[src/hdl/tcq_pkg.sv]
// ----------------------------------------------------------------------------
// tcq_pkg
// Shared constants, codes and control types of the ticketed circular queue.
// ----------------------------------------------------------------------------
package tcq_pkg;

  localparam int DEPTH_DEF  = 16;
  localparam int TAG_W      = 64;
  localparam int TICKET_W   = 32;
  localparam int POS_W      = 5;
  localparam int STATUS_W   = 2;
  localparam int KIND_W     = 2;
  localparam int CAP_W      = 5;
  localparam int CFG_AW     = 3;
  localparam int CFG_DW     = 32;

  localparam logic [CAP_W-1:0]    CAP_RESET    = 5'd10;
  localparam logic [TICKET_W-1:0] TICKET_RESET = 32'd1;

  // operation codes
  localparam logic [KIND_W-1:0] KIND_ENQ  = 2'd0;
  localparam logic [KIND_W-1:0] KIND_DEQ  = 2'd1;
  localparam logic [KIND_W-1:0] KIND_LIST = 2'd2;

  // result status codes
  localparam logic [STATUS_W-1:0] ST_OK    = 2'd0;
  localparam logic [STATUS_W-1:0] ST_FULL  = 2'd1;
  localparam logic [STATUS_W-1:0] ST_EMPTY = 2'd2;

  // register word index
  localparam logic [CFG_AW-3:0] REG_CAPACITY = '0;

  // controller to datapath
  typedef struct packed {
    logic capture;   // latch the accepted item
    logic enq_ok;    // write the entry and report its ticket
    logic ld_full;   // report a refused enqueue
    logic ld_empty;  // report an empty queue
    logic rd_start;  // read the oldest entry
    logic ld_deq;    // report the read entry and remove it
    logic ld_list;   // report the read entry and fetch the next one
  } tcq_cmd_t;

  // datapath to controller
  typedef struct packed {
    logic [KIND_W-1:0] kind;
    logic              full;
    logic              empty;
    logic              slot_free;
    logic              list_last;
  } tcq_stat_t;

endpackage

[src/hdl/tcq_ifs.sv]
// ----------------------------------------------------------------------------
// tcq_ifs
// Valid/ready channels of the ticketed circular queue.
// ----------------------------------------------------------------------------
interface tcq_in_if;
  logic                         valid;
  logic                         ready;
  logic [tcq_pkg::KIND_W-1:0]   kind;
  logic [tcq_pkg::TAG_W-1:0]    client_tag;

  modport source (output valid, output kind, output client_tag, input ready);
  modport sink   (input valid, input kind, input client_tag, output ready);
endinterface

interface tcq_out_if;
  logic                          valid;
  logic                          ready;
  logic [tcq_pkg::STATUS_W-1:0]  status;
  logic [tcq_pkg::POS_W-1:0]     position;
  logic [tcq_pkg::TAG_W-1:0]     entry_tag;
  logic [tcq_pkg::TICKET_W-1:0]  ticket;
  logic                          last;

  modport source (output valid, output status, output position, output entry_tag,
                  output ticket, output last, input ready);
  modport sink   (input valid, input status, input position, input entry_tag,
                  input ticket, input last, output ready);
endinterface

[src/hdl/tcq_ram.sv]
// ----------------------------------------------------------------------------
// tcq_ram
// Simple dual-port RAM, one write port and one registered read port.
// ----------------------------------------------------------------------------
module tcq_ram #(
  parameter int WIDTH = 8,
  parameter int DEPTH = 16
) (
  input  logic                     clk,
  input  logic                     wr_en,
  input  logic [$clog2(DEPTH)-1:0] wr_addr,
  input  logic [WIDTH-1:0]         wr_data,
  input  logic                     rd_en,
  input  logic [$clog2(DEPTH)-1:0] rd_addr,
  output logic [WIDTH-1:0]         rd_data_r
);

  logic [WIDTH-1:0] mem_r [DEPTH];

  always_ff @(posedge clk) begin
    if (wr_en) begin
      mem_r[wr_addr] <= wr_data;
    end
    if (rd_en) begin
      rd_data_r <= mem_r[rd_addr];
    end
  end

endmodule

[src/hdl/tcq_ctrl.sv]
// ----------------------------------------------------------------------------
// tcq_ctrl
// Sequencer of the queue: takes one item, issues datapath commands.
// ----------------------------------------------------------------------------
module tcq_ctrl (
  input  logic               clk,
  input  logic               rst_n,
  input  logic               in_valid,
  output logic               in_ready,
  input  tcq_pkg::tcq_stat_t stat,
  output tcq_pkg::tcq_cmd_t  cmd
);

  typedef enum logic [2:0] {
    S_IDLE = 3'b001,
    S_EXEC = 3'b010,
    S_READ = 3'b100
  } state_t;

  state_t state_r, state_nxt;

  always_ff @(posedge clk) begin
    if (!rst_n) begin
      state_r <= S_IDLE;
    end else begin
      state_r <= state_nxt;
    end
  end

  assign in_ready = (state_r == S_IDLE);

  always_comb begin
    cmd       = '0;
    state_nxt = state_r;
    case (state_r)
      S_IDLE: begin
        if (in_valid) begin
          cmd.capture = 1'b1;
          state_nxt   = S_EXEC;
        end
      end
      S_EXEC: begin
        case (stat.kind)
          tcq_pkg::KIND_ENQ: begin
            if (stat.slot_free) begin
              cmd.ld_full = stat.full;
              cmd.enq_ok  = !stat.full;
              state_nxt   = S_IDLE;
            end
          end
          tcq_pkg::KIND_DEQ, tcq_pkg::KIND_LIST: begin
            if (stat.slot_free) begin
              if (stat.empty) begin
                cmd.ld_empty = 1'b1;
                state_nxt    = S_IDLE;
              end else begin
                cmd.rd_start = 1'b1;
                state_nxt    = S_READ;
              end
            end
          end
          default: begin
            // unused operation: drop it
            state_nxt = S_IDLE;
          end
        endcase
      end
      S_READ: begin
        if (stat.slot_free) begin
          if (stat.kind == tcq_pkg::KIND_DEQ) begin
            cmd.ld_deq = 1'b1;
            state_nxt  = S_IDLE;
          end else begin
            cmd.ld_list = 1'b1;
            if (stat.list_last) begin
              state_nxt = S_IDLE;
            end
          end
        end
      end
      default: begin
        state_nxt = S_IDLE;
      end
    endcase
  end

endmodule

[src/hdl/tcq_dp.sv]
// ----------------------------------------------------------------------------
// tcq_dp
// Queue datapath: pointers, ticket counter, entry RAM and result register.
// ----------------------------------------------------------------------------
module tcq_dp #(
  parameter int DEPTH = tcq_pkg::DEPTH_DEF
) (
  input  logic                           clk,
  input  logic                           rst_n,
  input  tcq_pkg::tcq_cmd_t              cmd,
  output tcq_pkg::tcq_stat_t             stat,
  input  logic [tcq_pkg::KIND_W-1:0]     in_kind,
  input  logic [tcq_pkg::TAG_W-1:0]      in_tag,
  input  logic                           cap_we,
  input  logic [tcq_pkg::CAP_W-1:0]      cap_wdata,
  output logic [tcq_pkg::CAP_W-1:0]      cap_q,
  output logic                           out_valid,
  input  logic                           out_ready,
  output logic [tcq_pkg::STATUS_W-1:0]   out_status,
  output logic [tcq_pkg::POS_W-1:0]      out_position,
  output logic [tcq_pkg::TAG_W-1:0]      out_entry_tag,
  output logic [tcq_pkg::TICKET_W-1:0]   out_ticket,
  output logic                           out_last
);

  localparam int IW = $clog2(DEPTH);
  localparam int CW = $clog2(DEPTH + 1);
  localparam int EW = tcq_pkg::TAG_W + tcq_pkg::TICKET_W;

  logic [tcq_pkg::CAP_W-1:0]    cap_r;
  logic [IW-1:0]                head_r, tail_r, idx_r;
  logic [CW-1:0]                cnt_r, pos_r, eff_cap;
  logic [tcq_pkg::TICKET_W-1:0] tkt_r;
  logic [tcq_pkg::KIND_W-1:0]   kind_r;
  logic [tcq_pkg::TAG_W-1:0]    tag_r;

  logic                          ov_r;
  logic [tcq_pkg::STATUS_W-1:0]  o_status_r;
  logic [tcq_pkg::POS_W-1:0]     o_pos_r;
  logic [tcq_pkg::TAG_W-1:0]     o_tag_r;
  logic [tcq_pkg::TICKET_W-1:0]  o_tkt_r;
  logic                          o_last_r;

  logic          ram_rd_en;
  logic [IW-1:0] ram_rd_addr;
  logic [EW-1:0] ram_rd_data;
  logic          load;
  logic          list_last;

  function automatic logic [IW-1:0] adv(input logic [IW-1:0] i,
                                        input logic [CW-1:0] cap);
    logic [CW-1:0] nx;
    nx  = CW'(i) + CW'(1);
    adv = (nx >= cap) ? '0 : IW'(nx);
  endfunction

  // saturate the capacity register into 1..DEPTH
  always_comb begin
    if (cap_r == '0) begin
      eff_cap = CW'(1);
    end else if (32'(cap_r) > 32'(DEPTH)) begin
      eff_cap = CW'(DEPTH);
    end else begin
      eff_cap = CW'(cap_r);
    end
  end

  assign list_last = (pos_r == cnt_r);
  assign load      = cmd.enq_ok | cmd.ld_full | cmd.ld_empty | cmd.ld_deq | cmd.ld_list;

  assign stat.kind      = kind_r;
  assign stat.full      = (cnt_r >= eff_cap);
  assign stat.empty     = (cnt_r == '0);
  assign stat.slot_free = !ov_r || out_ready;
  assign stat.list_last = list_last;

  assign ram_rd_en   = cmd.rd_start | (cmd.ld_list & !list_last);
  assign ram_rd_addr = cmd.rd_start ? head_r : adv(idx_r, eff_cap);

  tcq_ram #(
    .WIDTH (EW),
    .DEPTH (DEPTH)
  ) u_ram (
    .clk       (clk),
    .wr_en     (cmd.enq_ok),
    .wr_addr   (tail_r),
    .wr_data   ({tag_r, tkt_r}),
    .rd_en     (ram_rd_en),
    .rd_addr   (ram_rd_addr),
    .rd_data_r (ram_rd_data)
  );

  // control state
  always_ff @(posedge clk) begin
    if (!rst_n) begin
      cap_r  <= tcq_pkg::CAP_RESET;
      head_r <= '0;
      tail_r <= '0;
      cnt_r  <= '0;
      tkt_r  <= tcq_pkg::TICKET_RESET;
      ov_r   <= 1'b0;
    end else begin
      if (cap_we) begin
        // a new capacity empties the queue
        cap_r  <= cap_wdata;
        head_r <= '0;
        tail_r <= '0;
        cnt_r  <= '0;
      end else if (cmd.enq_ok) begin
        tail_r <= adv(tail_r, eff_cap);
        cnt_r  <= cnt_r + CW'(1);
        tkt_r  <= tkt_r + tcq_pkg::TICKET_W'(1);
      end else if (cmd.ld_deq) begin
        head_r <= adv(head_r, eff_cap);
        cnt_r  <= cnt_r - CW'(1);
      end
      if (load) begin
        ov_r <= 1'b1;
      end else if (out_ready) begin
        ov_r <= 1'b0;
      end
    end
  end

  // item and list walk
  always_ff @(posedge clk) begin
    if (cmd.capture) begin
      kind_r <= in_kind;
      tag_r  <= in_tag;
    end
    if (cmd.rd_start) begin
      idx_r <= head_r;
      pos_r <= CW'(1);
    end else if (cmd.ld_list) begin
      idx_r <= adv(idx_r, eff_cap);
      pos_r <= pos_r + CW'(1);
    end
  end

  // result register
  always_ff @(posedge clk) begin
    if (load) begin
      o_status_r <= tcq_pkg::ST_OK;
      o_pos_r    <= '0;
      o_tag_r    <= '0;
      o_tkt_r    <= '0;
      o_last_r   <= 1'b1;
      if (cmd.ld_full) begin
        o_status_r <= tcq_pkg::ST_FULL;
      end
      if (cmd.ld_empty) begin
        o_status_r <= tcq_pkg::ST_EMPTY;
      end
      if (cmd.enq_ok) begin
        o_tkt_r <= tkt_r;
      end
      if (cmd.ld_deq || cmd.ld_list) begin
        o_tag_r <= ram_rd_data[EW-1:tcq_pkg::TICKET_W];
        o_tkt_r <= ram_rd_data[tcq_pkg::TICKET_W-1:0];
      end
      if (cmd.ld_list) begin
        o_pos_r  <= tcq_pkg::POS_W'(pos_r);
        o_last_r <= list_last;
      end
    end
  end

  assign cap_q         = cap_r;
  assign out_valid     = ov_r;
  assign out_status    = o_status_r;
  assign out_position  = o_pos_r;
  assign out_entry_tag = o_tag_r;
  assign out_ticket    = o_tkt_r;
  assign out_last      = o_last_r;

endmodule

[src/hdl/ticketed_circular_queue_top.sv]
// ----------------------------------------------------------------------------
// ticketed_circular_queue_top
// Circular service queue of client tags stamped with running tickets.
// ----------------------------------------------------------------------------
// Usage:
//   in_ch carries one operation per transfer: enqueue a client tag, dequeue
//   the oldest entry, or list every entry. out_ch returns the results; every
//   operation ends with a result that has last set, and a list gives one
//   result per queued entry, oldest first, with its one-based position.
//   Unused operation codes give no result.
//   The cfg_ port holds the capacity register at byte address 0; writing it
//   empties the queue but keeps the ticket counter. Write it only when idle.
// Sequence:
//   One item is in work at a time. Enqueue, a full enqueue and an empty
//   dequeue or list load their result from the exec state; a dequeue and
//   each list entry first pass the registered read port of the entry RAM,
//   which feeds the result register. in_ch is ready again the cycle after
//   the last result is loaded.
// Reset: rst_n (synchronous) empties the queue, sets the next ticket to 1
//   and the capacity to 10. RAM contents are not cleared.
// Stall: a held result waits in the output register; the next item can be
//   taken meanwhile and waits for that register to drain.
// ----------------------------------------------------------------------------
module ticketed_circular_queue_top #(
  parameter int DEPTH = tcq_pkg::DEPTH_DEF
) (
  input  logic                        clk,
  input  logic                        rst_n,
  tcq_in_if.sink                      in_ch,
  tcq_out_if.source                   out_ch,
  input  logic                        cfg_psel,
  input  logic                        cfg_penable,
  input  logic                        cfg_pwrite,
  input  logic [tcq_pkg::CFG_AW-1:0]  cfg_paddr,
  input  logic [tcq_pkg::CFG_DW-1:0]  cfg_pwdata,
  output logic [tcq_pkg::CFG_DW-1:0]  cfg_prdata,
  output logic                        cfg_pready
);

  tcq_pkg::tcq_cmd_t          cmd;
  tcq_pkg::tcq_stat_t         stat;
  logic                       cap_sel;
  logic                       cap_we;
  logic [tcq_pkg::CAP_W-1:0]  cap_q;

  assign cfg_pready = 1'b1;
  assign cap_sel    = (cfg_paddr[tcq_pkg::CFG_AW-1:2] == tcq_pkg::REG_CAPACITY);
  assign cap_we     = cfg_psel & cfg_penable & cfg_pwrite & cfg_pready & cap_sel;
  assign cfg_prdata = cap_sel ? tcq_pkg::CFG_DW'(cap_q) : '0;

  tcq_ctrl u_ctrl (
    .clk      (clk),
    .rst_n    (rst_n),
    .in_valid (in_ch.valid),
    .in_ready (in_ch.ready),
    .stat     (stat),
    .cmd      (cmd)
  );

  tcq_dp #(
    .DEPTH (DEPTH)
  ) u_dp (
    .clk           (clk),
    .rst_n         (rst_n),
    .cmd           (cmd),
    .stat          (stat),
    .in_kind       (in_ch.kind),
    .in_tag        (in_ch.client_tag),
    .cap_we        (cap_we),
    .cap_wdata     (cfg_pwdata[tcq_pkg::CAP_W-1:0]),
    .cap_q         (cap_q),
    .out_valid     (out_ch.valid),
    .out_ready     (out_ch.ready),
    .out_status    (out_ch.status),
    .out_position  (out_ch.position),
    .out_entry_tag (out_ch.entry_tag),
    .out_ticket    (out_ch.ticket),
    .out_last      (out_ch.last)
  );

  // at most one result load per cycle
  assert property (@(posedge clk) disable iff (!rst_n)
    $onehot0({cmd.enq_ok, cmd.ld_full, cmd.ld_empty, cmd.ld_deq, cmd.ld_list}))
    else $error("several result loads in one cycle");

  // a result is loaded only into a free output register
  assert property (@(posedge clk) disable iff (!rst_n)
    (cmd.enq_ok || cmd.ld_full || cmd.ld_empty || cmd.ld_deq || cmd.ld_list)
      |-> stat.slot_free)
    else $error("result load over a held result");

  // one item at a time: input closes after a transfer
  assert property (@(posedge clk) disable iff (!rst_n)
    (in_ch.valid && in_ch.ready) |=> !in_ch.ready)
    else $error("input still open after a transfer");

  // a refused enqueue never writes the RAM
  assert property (@(posedge clk) disable iff (!rst_n)
    cmd.enq_ok |-> !stat.full)
    else $error("enqueue into a full queue");

endmodule

[src/flat_wrapper.sv]
// flat-port wrapper written by rule: the top's interface ports become plain ports
module ticketed_circular_queue_top_flat 
#(
  parameter int DEPTH = tcq_pkg::DEPTH_DEF
)
  (clk, rst_n, cfg_psel, cfg_penable, cfg_pwrite, cfg_paddr, cfg_pwdata, cfg_prdata, cfg_pready, in_ch_valid, in_ch_kind, in_ch_client_tag, in_ch_ready, out_ch_valid, out_ch_status, out_ch_position, out_ch_entry_tag, out_ch_ticket, out_ch_last, out_ch_ready);
  tcq_in_if in_ch_i ();
  tcq_out_if out_ch_i ();
  input  logic clk;
  input  logic rst_n;
  input  logic cfg_psel;
  input  logic cfg_penable;
  input  logic cfg_pwrite;
  input  logic [tcq_pkg::CFG_AW-1:0] cfg_paddr;
  input  logic [tcq_pkg::CFG_DW-1:0] cfg_pwdata;
  output logic [tcq_pkg::CFG_DW-1:0] cfg_prdata;
  output logic cfg_pready;
  input wire logic [$bits(in_ch_i.valid)-1:0] in_ch_valid;
  input wire logic [$bits(in_ch_i.kind)-1:0] in_ch_kind;
  input wire logic [$bits(in_ch_i.client_tag)-1:0] in_ch_client_tag;
  output wire logic [$bits(in_ch_i.ready)-1:0] in_ch_ready;
  output wire logic [$bits(out_ch_i.valid)-1:0] out_ch_valid;
  output wire logic [$bits(out_ch_i.status)-1:0] out_ch_status;
  output wire logic [$bits(out_ch_i.position)-1:0] out_ch_position;
  output wire logic [$bits(out_ch_i.entry_tag)-1:0] out_ch_entry_tag;
  output wire logic [$bits(out_ch_i.ticket)-1:0] out_ch_ticket;
  output wire logic [$bits(out_ch_i.last)-1:0] out_ch_last;
  input wire logic [$bits(out_ch_i.ready)-1:0] out_ch_ready;
  assign in_ch_i.valid = in_ch_valid;
  assign in_ch_i.kind = in_ch_kind;
  assign in_ch_i.client_tag = in_ch_client_tag;
  assign in_ch_ready = in_ch_i.ready;
  assign out_ch_valid = out_ch_i.valid;
  assign out_ch_status = out_ch_i.status;
  assign out_ch_position = out_ch_i.position;
  assign out_ch_entry_tag = out_ch_i.entry_tag;
  assign out_ch_ticket = out_ch_i.ticket;
  assign out_ch_last = out_ch_i.last;
  assign out_ch_i.ready = out_ch_ready;
  ticketed_circular_queue_top #(.DEPTH(DEPTH)) u_core (.clk(clk), .rst_n(rst_n), .in_ch(in_ch_i), .out_ch(out_ch_i), .cfg_psel(cfg_psel), .cfg_penable(cfg_penable), .cfg_pwrite(cfg_pwrite), .cfg_paddr(cfg_paddr), .cfg_pwdata(cfg_pwdata), .cfg_prdata(cfg_prdata), .cfg_pready(cfg_pready));
endmodule
[config.mk]
export PLATFORM = sky130hd
export DESIGN_NAME = ticketed_circular_queue_top_flat
export DESIGN_NICKNAME = d
export VERILOG_FILES = /design/src/hdl/tcq_pkg.sv /design/src/hdl/tcq_ifs.sv /design/src/hdl/tcq_ram.sv /design/src/hdl/tcq_ctrl.sv /design/src/hdl/tcq_dp.sv /design/src/hdl/ticketed_circular_queue_top.sv /design/src/flat_wrapper.sv
export SDC_FILE = /design/constraint.sdc
export NUM_CORES = 2
export LEC_CHECK = 0
export ABC_AREA = 1
export BUFFER_PORTS_ARGS = -buffer_cell sky130_fd_sc_hd__buf_2
export CORE_MARGIN = 2
export CORE_UTILIZATION = 40
export DETAILED_ROUTE_END_ITERATION = 6
export GPL_TIMING_DRIVEN = 1
export PLACE_DENSITY = 0.54
export SETUP_SLACK_MARGIN = 0.4
export SYNTH_ARGS = -nofsm -noshare
export SYNTH_HDL_FRONTEND = slang
export SYNTH_SLANG_ARGS = --single-unit
[constraint.sdc]
create_clock -name clk -period 12.4 [get_ports clk]
set_input_delay 0.62 -clock clk [delete_from_list [all_inputs] [get_ports clk]]
set_output_delay 0.62 -clock clk [all_outputs]
set_load 0.02 [all_outputs]
==> results_dict.tcl <==
set metrics [dict create \
    worst-slew-pin-transition_ns 1.097 \
    path_cells "nor2_1 -> nand3_1 -> a21oi_1 -> ha_1 -> o21ai_0 -> nor2b_1 -> buf_4 -> nand2_2 -> buf_4 -> inv_1 -> nand2_1 -> nor2_4 -> buf_4 -> buf_4" \
    grt_usage_pct 20.74 \
    ys_seq_area_share_pct 68.91 \
    die_area_sq_um 204600 \
    grt_pass1_vias 49934 \
    synth_cell_types 41 \
    cp_top_family "buffers and inverters" \
    cts_root_buf "clkbuf_16" \
    pwr-share-clk_pct 39.9 \
    worst_setup_path_end_kind "flip-flop" \
    syn_inst 7202 \
    routed_wl_um 215700 \
    cp_common_cell "buf_4" \
    fp-row-count 164 \
    powerDensity_nw_per_um2 150.7 \
    gp_congestion 0.8145 \
    dp.cells 9703 \
    fin_crit_ns 5.870 \
    seq_power_share_pct 54.1 \
    drt_iter0_markers 4290 \
    fin_skew_ns 0.03450 \
    hp-class "primary input to flip-flop" \
    synth_warnings 0 \
    netlist_area_sq_um 80410 \
    hold_violations 0 \
    dr_total_vias 51768 \
    avgSynthCellArea_sq_um 11.17 \
    clock_latency_ns 0.84 \
    ys.flop_type "edfxtp_1" \
    dpl.hpwl_um 99580 \
    comb_power_share_pct 6.0 \
    slowest_stage "buf_4" \
    ios 247 \
    io_buffers 189 \
    fp.dieW_um 452.4 \
    fin_cells 10119 \
    antenna_found_initial 6 \
    ys_seq_elements 1865 \
    hold-path-endpoint "u_core.u_dp.cap_q[0]" \
    ctsHoldBuffers 65 \
    gr-total-overflow 0 \
    total_leakage_power_nw 35.63 \
    finalSetupTns_ns 0 \
    synth_edf_count 1806 \
    min_from "cfg_pwdata[0]" \
    intPower_mw 10.40 \
    netSwitchingPower_mw 3.171 \
    drive_gt1_share_pct 7.453 \
    grt_max_degree 217 \
    cts_made_buffers 194 \
    fin_crit_sh_pct 47.34 \
    drc_errors 0 \
    critPathArrivalTime_ns 6.31 \
    rsz0062_at_grt "no" \
    grt_pass1_wl_um 319400 \
    setup_viol 0 \
    cts_max_path_buffers 3 \
    cp.buffers_inverters 5 \
    netSwitchingFraction_pct 23.37 \
    routedWlPerCell_um 21.31 \
    worstReg2RegEnd "u_core.u_dp.u_ram.mem_r[1][72]" \
    required_ns 12.84 \
    die_h_um 452.4 \
    max_stage_delay_ns 0.91 \
    cts_sinks 1865 \
    ir_drop_v 0.0001048 \
    rrSetupSlack_ns 6.53 \
    cp_max_fo 41 \
    synthArstFlopShare_pct 0 \
    max-slew-margin-rel_pct 26.90 \
    ctsResizeCount 0 \
    status "complete, no violations" \
    drt_first_pass_iters 6 \
    final_antenna_net_count 0 \
    rr_startpoint "u_core.u_dp.cap_q[3]" \
    max_cap_violations 0 \
    postCtsSetupRepairBufs 0 \
    critPathKind "flip-flop to flip-flop" \
    final_max_slew_viol_count 0 \
    fin_nets 7450 \
    reg2regPathDepth 14 \
    fmax_mhz 170.4 \
    htreeDepth 4 \
    cp-start-kind "flip-flop" \
    cts_tree "built" \
    vias_per_cell 5.116 \
    hold_depth 3 \
    initial_core_util_pct 40.24 \
    clk_pin_slew_ns 0.06 \
    area_growth_pct 11.98 \
    core_area_sq_um 199900 \
]
## flip-flops by register name, indices dropped and copies added, names as in the netlist
name,count
u_core.u_dp.out_ticket,32
u_core.u_dp.idx_r,4
u_core.u_dp.out_valid,1
u_core.u_dp.cnt_r,5
u_core.u_dp.out_position,5
u_core.u_dp.u_ram.rd_data_r,96
u_core.u_dp.head_r,4
u_core.u_dp.tag_r,64
u_core.u_dp.tkt_r,32
u_core.u_dp.kind_r,2
u_core.u_dp.tail_r,4
u_core.u_dp.out_last,1
u_core.u_dp.pos_r,5
u_core.u_dp.out_status,2
u_core.u_ctrl.state_r,3
u_core.u_dp.out_entry_tag,64
u_core.u_dp.u_ram.mem_r,1536
u_core.u_dp.cap_q,5
## worst max-delay path by stage
stage	slack, ns	endpoint	cells after the start	start
3_5_place_dp	6.40	u_core.u_dp.u_ram.mem_r[1][75]	14	u_core.u_dp.cap_q[3]
5_1_grt	6.17	u_core.u_dp.u_ram.mem_r[10][84]	14	u_core.u_dp.cap_q[2]
4_1_cts	6.35	u_core.u_dp.u_ram.mem_r[1][79]	14	u_core.u_dp.cap_q[3]
2_1_floorplan	3.47	u_core.u_dp.u_ram.mem_r[11][0]	10	u_core.u_dp.cap_q[0]
6_report	6.53	u_core.u_dp.u_ram.mem_r[1][72]	14	u_core.u_dp.cap_q[3]
3_3_place_gp	6.45	u_core.u_dp.u_ram.mem_r[1][72]	14	u_core.u_dp.cap_q[3]
## worst register-to-register path: cells and delay by family, from the launching register on
kind                     cells  cell delay [ns]
AND/OR/NAND/NOR              6             1.52
adder cells (fa/ha/maj)      1             0.34
buffers and inverters        5             2.58
flip-flops                   1             0.33
AO/OA/AOI/OAI                2             0.64
## routing by layer
| layer | GRT usage [%] | up-vias | routed length [um] |
|---|---|---|---|
| li1 | - | 24468 | - |
| met1 | 28.51 | 25327 | 95780 |
| met2 | 34.54 | 1611 | 102700 |
| met3 | 2.511 | 358 | 11710 |
| met4 | 6.109 | 4 | 5469 |
| met5 | 0 | - | 24 |
## cell families (layout without fill, tap and decap cells)
logic type               count (synthesis)  count (layout)  synth area share, %
AO/OA/AOI/OAI                          127             127               0.8869
XOR/XNOR                                31              31               0.3376
adder cells (fa/ha/maj)                 34              34               0.5384
buffers and inverters                 1774            2006                8.919
flip-flops                            1865            1865                68.91
other                                    2              31             0.009339
AND/OR/NAND/NOR                       3369            3369                20.40
## power by group through the flow
| stage | combinational, mW | clock (mW) | sequential (mW) |
|---|---|---|---|
| 6_report | 0.818 | 5.42 | 7.34 |
| 5_1_grt | 0.904 | 5.77 | 7.36 |
| 4_1_cts | 0.829 | 5.53 | 7.33 |
| 3_5_place_dp | 0.810 | 0 | 7.47 |
| 3_3_place_gp | 0.803 | 0 | 7.46 |
| 2_1_floorplan | 0.512 | 0 | 7.43 |
## metrics by stage
| stage | hold WS [ns] | power (mW) | cell area [sq um] | worst slack, ns | util (%) |
|---|---|---|---|---|---|
| 5_1_grt | 0.05395 | 14.03 | 90040 | 6.168 | 45.05 |
| 6_report | 0.09127 | 13.57 | 90050 | 6.530 | 45.05 |
| 4_1_cts | 0.003568 | 13.69 | 90040 | 6.353 | 45.05 |
| 3_5_place_dp | 0.4661 | 8.276 | 83580 | 6.400 | 41.82 |
| 3_3_place_gp | 0.4557 | 8.261 | 83580 | 6.455 | 41.82 |
| 2_1_floorplan | 0.4453 | 7.946 | 80510 | 3.468 | - |
## cells in the mapped netlist (24+ instances only)
| library cell | number | area share, % |
|---|---|---|
| nor2_1 | 134 | 0.63 |
| nand2_1 | 1039 | 4.8 |
| o21ai_0 | 53 | 0.33 |
| nor3_1 | 29 | 0.18 |
| nand3b_1 | 385 | 3.6 |
| nand3_1 | 1758 | 11 |
| buf_2 | 275 | 1.7 |
| inv_1 | 1315 | 6.1 |
| dfxtp_1 | 59 | 1.5 |
| xor2_1 | 30 | 0.33 |
| buf_1 | 24 | 0.11 |
| buf_4 | 43 | 0.40 |
| a21oi_1 | 55 | 0.34 |
| edfxtp_1 | 1806 | 67 |
| clkbuf_1 | 112 | 0.52 |
| ha_1 | 33 | 0.51 |
## placed cells by master (no fill, tap or decap), types with 28 or more instances in the layout
cell type,netlist,layout
edfxtp_1,1806,1806
clkbuf_1,112,53
conb_1,2,28
xor2_1,30,30
buf_2,275,189
nand3_1,1758,1758
buf_4,43,71
ha_1,33,33
nand3b_1,385,385
a21oi_1,55,55
o21ai_0,53,53
nand2_1,1039,1037
dfxtp_1,59,59
dlygate4sd3_1,0,65
inv_1,1315,1313
clkinv_1,0,52
clkbuf_16,0,196
nor2_1,134,121
## layout make-up
cell class	count	area [sq um]
Tap cell	2656	3323
Timing Repair Buffer	339	2410
Antenna cell	3	7.507
Fill cell	18267	109800
Clock inverter	92	608.1
Clock buffer	256	5200
Multi-Input combinational cell	3589	18120
Sequential cell	1865	55410
Inverter	1319	4966
(Power assumes the default switching activity.)
